--- src/rtl/core/range_scan_occupancy_grid_unit_assert.svh ---
// Assertion macros shared by the occupancy grid unit.
`ifndef RANGE_SCAN_OCCUPANCY_GRID_UNIT_ASSERT_SVH
`define RANGE_SCAN_OCCUPANCY_GRID_UNIT_ASSERT_SVH
`ifndef NO_ASSERTIONS
// Same-cycle implication, disabled during reset.
`define RSOG_ASSERT_IMPL(lbl, clk, rst_n, ante, cons, msg) \
    lbl: assert property (@(posedge clk) disable iff (!rst_n) (ante) |-> (cons)) else $error(msg);
// Next-cycle implication, disabled during reset.
`define RSOG_ASSERT_NEXT(lbl, clk, rst_n, ante, cons, msg) \
    lbl: assert property (@(posedge clk) disable iff (!rst_n) (ante) |=> (cons)) else $error(msg);
`else
`define RSOG_ASSERT_IMPL(lbl, clk, rst_n, ante, cons, msg)
`define RSOG_ASSERT_NEXT(lbl, clk, rst_n, ante, cons, msg)
`endif
`endif

--- src/rtl/core/rsog_pkg.sv ---
// Shared types, codes and constants of the occupancy grid unit.
`default_nettype none
package rsog_pkg;

    // Input function codes.
    localparam logic [1:0] FUNC_CLEAR = 2'd0;
    localparam logic [1:0] FUNC_SCAN  = 2'd1;
    localparam logic [1:0] FUNC_READ  = 2'd2;

    // Configuration register indexes.
    localparam logic [2:0] REG_SENSOR_X = 3'd0;
    localparam logic [2:0] REG_SENSOR_Y = 3'd1;
    localparam logic [2:0] REG_START    = 3'd2;
    localparam logic [2:0] REG_INC      = 3'd3;
    localparam logic [2:0] REG_WIDTH    = 3'd4;
    localparam logic [2:0] REG_HEIGHT   = 3'd5;

    localparam logic [15:0] SPAN_RESET = 16'd1000;

    // CORDIC setup.
    localparam logic [3:0]         CORDIC_LAST = 4'd13;
    localparam logic signed [17:0] CORDIC_X0   = 18'sd19898;

    // Width of the node divider's working remainder.
    localparam int DIVW = 29;

    // Commands passed from the front to the back.
    typedef enum logic [1:0] {
        OP_NOP,
        OP_CLEAR,
        OP_READ,
        OP_PAINT
    } t_op;

    typedef struct packed {
        t_op        op;
        logic [7:0] cx;
        logic [7:0] cy;
    } t_cmd;

    typedef enum logic [3:0] {
        FE_IDLE,
        FE_ANGLE,
        FE_CORDIC,
        FE_SAT,
        FE_MUL,
        FE_POS,
        FE_NUM,
        FE_DSET,
        FE_DIV,
        FE_PUSH
    } t_fe_state;

    typedef enum logic [2:0] {
        BE_CLEAR,
        BE_IDLE,
        BE_RD,
        BE_WR,
        BE_RES,
        BE_EMIT
    } t_be_state;

    // Arctangent of 2^-i in 1/65536 turn.
    function automatic logic signed [17:0] atan_turn(input logic [3:0] idx);
        logic signed [17:0] v;
        case (idx)
            4'd0:    v = 18'sd8192;
            4'd1:    v = 18'sd4836;
            4'd2:    v = 18'sd2555;
            4'd3:    v = 18'sd1297;
            4'd4:    v = 18'sd651;
            4'd5:    v = 18'sd326;
            4'd6:    v = 18'sd163;
            4'd7:    v = 18'sd81;
            4'd8:    v = 18'sd41;
            4'd9:    v = 18'sd20;
            4'd10:   v = 18'sd10;
            4'd11:   v = 18'sd5;
            4'd12:   v = 18'sd3;
            4'd13:   v = 18'sd1;
            default: v = 18'sd0;
        endcase
        return v;
    endfunction

endpackage
`default_nettype wire

--- src/rtl/core/rsog_queue.sv ---
// Two-entry command queue between the front and back ends.
`default_nettype none
module rsog_queue import rsog_pkg::*; (
    input  wire logic i_clk,
    input  wire logic i_rst_n,
    input  wire logic i_valid,
    output logic      o_stall,
    input  t_cmd      i_cmd,
    output logic      o_valid,
    input  wire logic i_stall,
    output t_cmd      o_cmd
);

    t_cmd       r_mem [2];
    logic       r_wr, r_rd;
    logic [1:0] r_cnt;
    logic       push, pop;

    assign o_stall = (r_cnt == 2'd2);
    assign o_valid = (r_cnt != 2'd0);
    assign o_cmd   = r_mem[r_rd];
    assign push    = i_valid && !o_stall;
    assign pop     = o_valid && !i_stall;

    // Pointers and fill count.
    always_ff @(posedge i_clk) begin
        if (!i_rst_n) begin
            r_wr  <= 1'b0;
            r_rd  <= 1'b0;
            r_cnt <= 2'd0;
        end else begin
            if (push) r_wr <= ~r_wr;
            if (pop)  r_rd <= ~r_rd;
            r_cnt <= r_cnt + 2'(push) - 2'(pop);
        end
    end

    // Entry storage.
    always_ff @(posedge i_clk) begin
        if (push) r_mem[r_wr] <= i_cmd;
    end

endmodule
`default_nettype wire

--- config.mk ---
export PLATFORM = sky130hd
export DESIGN_NAME = rsog_queue
export DESIGN_NICKNAME = d
export VERILOG_FILES = /design/src/rtl/core/range_scan_occupancy_grid_unit_assert.svh /design/src/rtl/core/rsog_pkg.sv /design/src/rtl/core/rsog_queue.sv
export SDC_FILE = /design/constraint.sdc
export NUM_CORES = 1
export LEC_CHECK = 0
export BUFFER_PORTS_ARGS = -buffer_cell sky130_fd_sc_hd__buf_4
export CAP_MARGIN = 10
export CORE_MARGIN = 2
export CORE_UTILIZATION = 35
export CTS_CLUSTER_SIZE = 12
export DETAILED_ROUTE_END_ITERATION = 16
export SKIP_CTS_REPAIR_TIMING = 1
export SYNTH_ARGS = -nofsm -noshare
export SYNTH_HDL_FRONTEND = slang
export SYNTH_SLANG_ARGS = --single-unit
export TNS_END_PERCENT = 1
--- constraint.sdc ---
create_clock -name i_clk -period 3.2 [get_ports i_clk]
set_clock_uncertainty 0.2 [all_clocks]
set_input_delay 0.32 -clock i_clk [delete_from_list [all_inputs] [get_ports i_clk]]
set_output_delay 0.32 -clock i_clk [all_outputs]
set_load 0.005 [all_outputs]
Yosys cells after proc, flatten, opt, wreduce, memory -nomap -nowiden --
Memory sizes are Yosys's and may differ from the RTL's. A register that Yosys moved wholly into a read port is not among the register bits. Index checks and enable logic that the tools add are counted.
Operators by class: reduce and logical (&&, ||, !) cells 5, bitwise logic cells 2, muxes and demuxes 4, equal/unequal tests 1, add/sub/neg operators 2
Operator list (number):
- $mux 1 | 4
- $add 2x1->2 | 1
- $eq 2x2->1 const B | 1
- $logic_and 1x1->1 | 2
- $logic_not 1->1 | 2
- $not 1->1 | 2
- $reduce_bool 2->1 | 1
- $sub 2x1->2 | 1
Storage, ports and cells: word-level logic and storage cells 18, input bits 22, output and inout port bits 20, memories 1, bits in writable memories 36, flip-flop bits (word level) 4
Memories:
- r_mem | depth 2, width 18, rd ports 1, clocked after memory_dff 1, wr ports 1, RTL line rsog_queue.sv:14 | t_cmd r_mem [2];

Depth between registers and ports, before layout --
word-level depth 5, gate-level depth with buffers 8, depth with buffers taken out 8

Least setup slack after synthesis --
No wires, ideal clock.
path type flip-flop to flip-flop, start point register r_cnt[0], end point memory r_mem[0][0] (netlist bit), enable pin, buffers on the path 0, required time 2.608 ns, slack 1.265 ns, library setup time 0.392 ns, arrival 1.342 ns, period minus slack after synthesis 1.935 ns, stages on the path, launching flop included 4, cells stage by stage dfxtp_1 > nand2b_1 > nand2_1 > nor2_1
On the way: word-level cells in the longest chain between the ends 5
Ends and longest elaborated chain:
- from (decl) | RTL line rsog_queue.sv:16 | logic [1:0] r_cnt;
- from (signal assigned) | RTL line rsog_queue.sv:34 | r_cnt <= r_cnt + 2'(push) - 2'(pop);
- $eq 2x2->1 | RTL line rsog_queue.sv:19 | assign o_stall = (r_cnt == 2'd2);
- $logic_not 1->1 | RTL line rsog_queue.sv:22 | assign push = i_valid && !o_stall;
- $logic_and 1x1->1 | RTL line rsog_queue.sv:22
- $mux 1 | RTL line rsog_queue.sv:40 | if (push) r_mem[r_wr] <= i_cmd;
- $mux 1 (implied by the code) | RTL line rsog_queue.sv:40
- to (decl) | RTL line rsog_queue.sv:14
Every way passes these cells.

==> impl_metrics.py <==
metrics = {
    "critical_path": {
        "end_kind": "primary output",
        "crit_end": "o_cmd[16]",
        "cp_data_required_time_ps": 2680,
        "critPathTopFamily": "flip-flops",
        "r2r_start": "r_cnt[0]",
        "arrival_ps": 1690,
        "crit_type": "reg2out",
        "crit_fanout": 18,
        "r2r_end": "r_mem[0][1]",
        "worst-path-stages": 2,
        "r2r_setup_slack_ps": 1260,
        "critPathSlowestCell": "dfxtp_1",
        "ff2ff_path_depth": 3,
        "critPathLaunchType": "flip-flop",
        "crit_buf_inv": 1,
        "crit_chain": "mux2_2 > buf_4",
        "max_stage_delay_ps": 840,
    },
    "placed_design": {
        "pre_cts_ws_ps": 1230,
        "placedCellCount": 173,
        "dpl.hpwl_um": 1760,
        "io_buffer_count": 41,
        "place.gp.congestion": 0.675,
    },
    "clocking": {
        "path_clk_slew_ps": 70,
        "htreeDepth": 2,
        "numClockSinks": 41,
        "cts_tree": "yes",
        "cts_buffers": 5,
        "cts_max_path_buffers": 2,
        "cts-root-buf": "clkbuf_8",
        "clk_latency_ps": 280,
    },
    "logic_synthesis": {
        "synth.avg_cell_area_um2": 19.0,
        "netlist_area_mm2": 0.00156,
        "synth_top_area_share_pct": 69.2,
        "ys_seq_area_share_pct": 75.6,
        "synth_cell_types": 17,
        "syn_nets": 106,
        "synth.top_cells.by_area": "edfxtp_1 (69%), mux2_2 (13%), dfxtp_1 (6.4%)",
        "netlist_instances": 82,
        "netlist.top_cell.by_area": "edfxtp_1",
        "synth_warnings": 0,
        "ys_ff_latch": 41,
    },
    "sta": {
        "layout_min_cycle_time_ps": 2210,
        "rsz0062_at_grt": "false",
        "setup_ws_ps": 989,
        "slew-limit-headroom_pct": 38.8,
        "hold_viol": 0,
        "setup_tns_ps": 0,
        "max_freq_ghz": 0.452,
        "fin_crit_sh_pct": 69.1,
        "finalSetupViolations": 0,
        "worst_slew_pin_slew_ps": 917,
        "hold_ws_ps": 15.9,
        "slew_viol_final": 0,
    },
    "detailed_routing": {
        "vias": 804,
        "routed_wl_um": 2500,
        "drtPass1Iterations": 4,
        "wl_per_cell_um": 13.8,
        "viasPerCell": 4.44,
        "final_antenna_net_count": 0,
        "drt_iter0_drc": 32,
        "drc": 0,
    },
    "die": {
        "io_pins": 42,
        "start_util_pct": 36.1,
        "die_area_mm2": 0.00501,
        "num_rows": 24,
        "fp.coreArea_mm2": 0.00432,
        "die_w_um": 70.8,
        "fp.dieH_um": 70.8,
    },
    "layout": {
        "fin_cells": 181,
        "drive_gt1_share_pct": 52.7,
        "antennaDiodeCount": 0,
        "final_common_cell": "buf_4",
        "syn2layout_area_growth_pct": 29.4,
        "nets": 152,
        "most-common-layout-cells": "buf_4 (41), edfxtp_1 (36), mux2_2 (18)",
    },
    "global_routing": {
        "grt-ovfl-total": 0,
        "grt_usage_pct": 10.9,
        "grt_pass1_wl_um": 4080,
        "grt_antenna_before_repair": 0,
        "grt_max_degree": 19,
        "grt_pass1_vias": 860,
    },
    "power_and_ir_drop": {
        "ir_worst_vdd_v": 0.000284,
        "power-per-cell-area_mw_per_mm2": 731,
        "power_leakage_nw": 0.784,
    },
    "status": {
        "run_status": "finished clean",
    },
    "run": {
        "cap_violations": 0,
    },
    "min_path": {
        "hold_class": "in2reg",
    },
}
## worst min path at each step
stage	startpoint	endpoint	slack, ps	depth (start not counted)
CTS	i_cmd[9]	r_mem[1][9]	5	1
global route	i_cmd[9]	r_mem[1][9]	2	1
floorplan	i_cmd[0]	r_mem[0][0]	220	0
detailed placement	r_rd	r_rd	280	2
finish	i_cmd[10]	r_mem[0][10]	20	1
global placement	r_rd	r_rd	260	2
## worst reg2reg max path: stages, from the launching register on
cell and delay [ps]:
dfxtp_1 350, nand2b_1 150, nand2_1 130, nor2_2 720
## layer usage
metal  wire [um]  part of all wire [%]  global-route usage, %
met2        1290                    51                   18.2
met1         987                    39                   12.5
met4          42                   1.7                   3.77
met3         185                   7.4                   4.70
met5           0                     0                      0
## power by group
part           switching, mW  internal (mW)
sequential            0.0493          0.676
clock                  0.159          0.230
combinational          0.136          0.226
total                  0.345           1.13
## cell usage after synthesis
cell,count
and2_1,1
and3_1,1
buf_6,2
dfxtp_1,5
edfxtp_1,36
ha_1,2
inv_1,2
mux2_2,18
mux2i_1,3
nand2_1,3
nand2b_1,3
nor2_1,1
nor2b_1,1
nor2b_4,1
or2_4,1
xnor2_1,1
xor2_1,1
## flip-flops by register name, indices dropped and copies added (netlist names), named ones only
signal and count:
r_cnt 2, r_mem 36, r_rd 1, r_wr 1
## layout make-up
class | count | area [um^2]
inverter | 2 | 7.51
clock inverter | 2 | 33.8
sequential | 41 | 1180
multi-input combinational | 37 | 353
clock buffer | 6 | 72.6
fill | 390 | 2300
tap | 52 | 65.1
timing repair buffer | 41 | 308
## logic make-up after synthesis
family        count (synthesis)  share of synthesized area, %
flops                        41                          75.6
mux                          21                          14.9
simple gates                 12                          4.81
buf+inv                       4                          1.92
xor+xnor                      2                          1.12
fa+ha+maj                     2                          1.60
## metrics by stage
stage	instance area [um^2]	power, mW	utilization (%)
floorplan	1560	0.942	-
global placement	1910	1.10	44.3
detailed placement	1910	1.11	44.3
CTS	2020	1.50	46.7
global route	2020	1.56	46.7
finish	2020	1.48	46.7
Power figures use the tool's default switching activity.
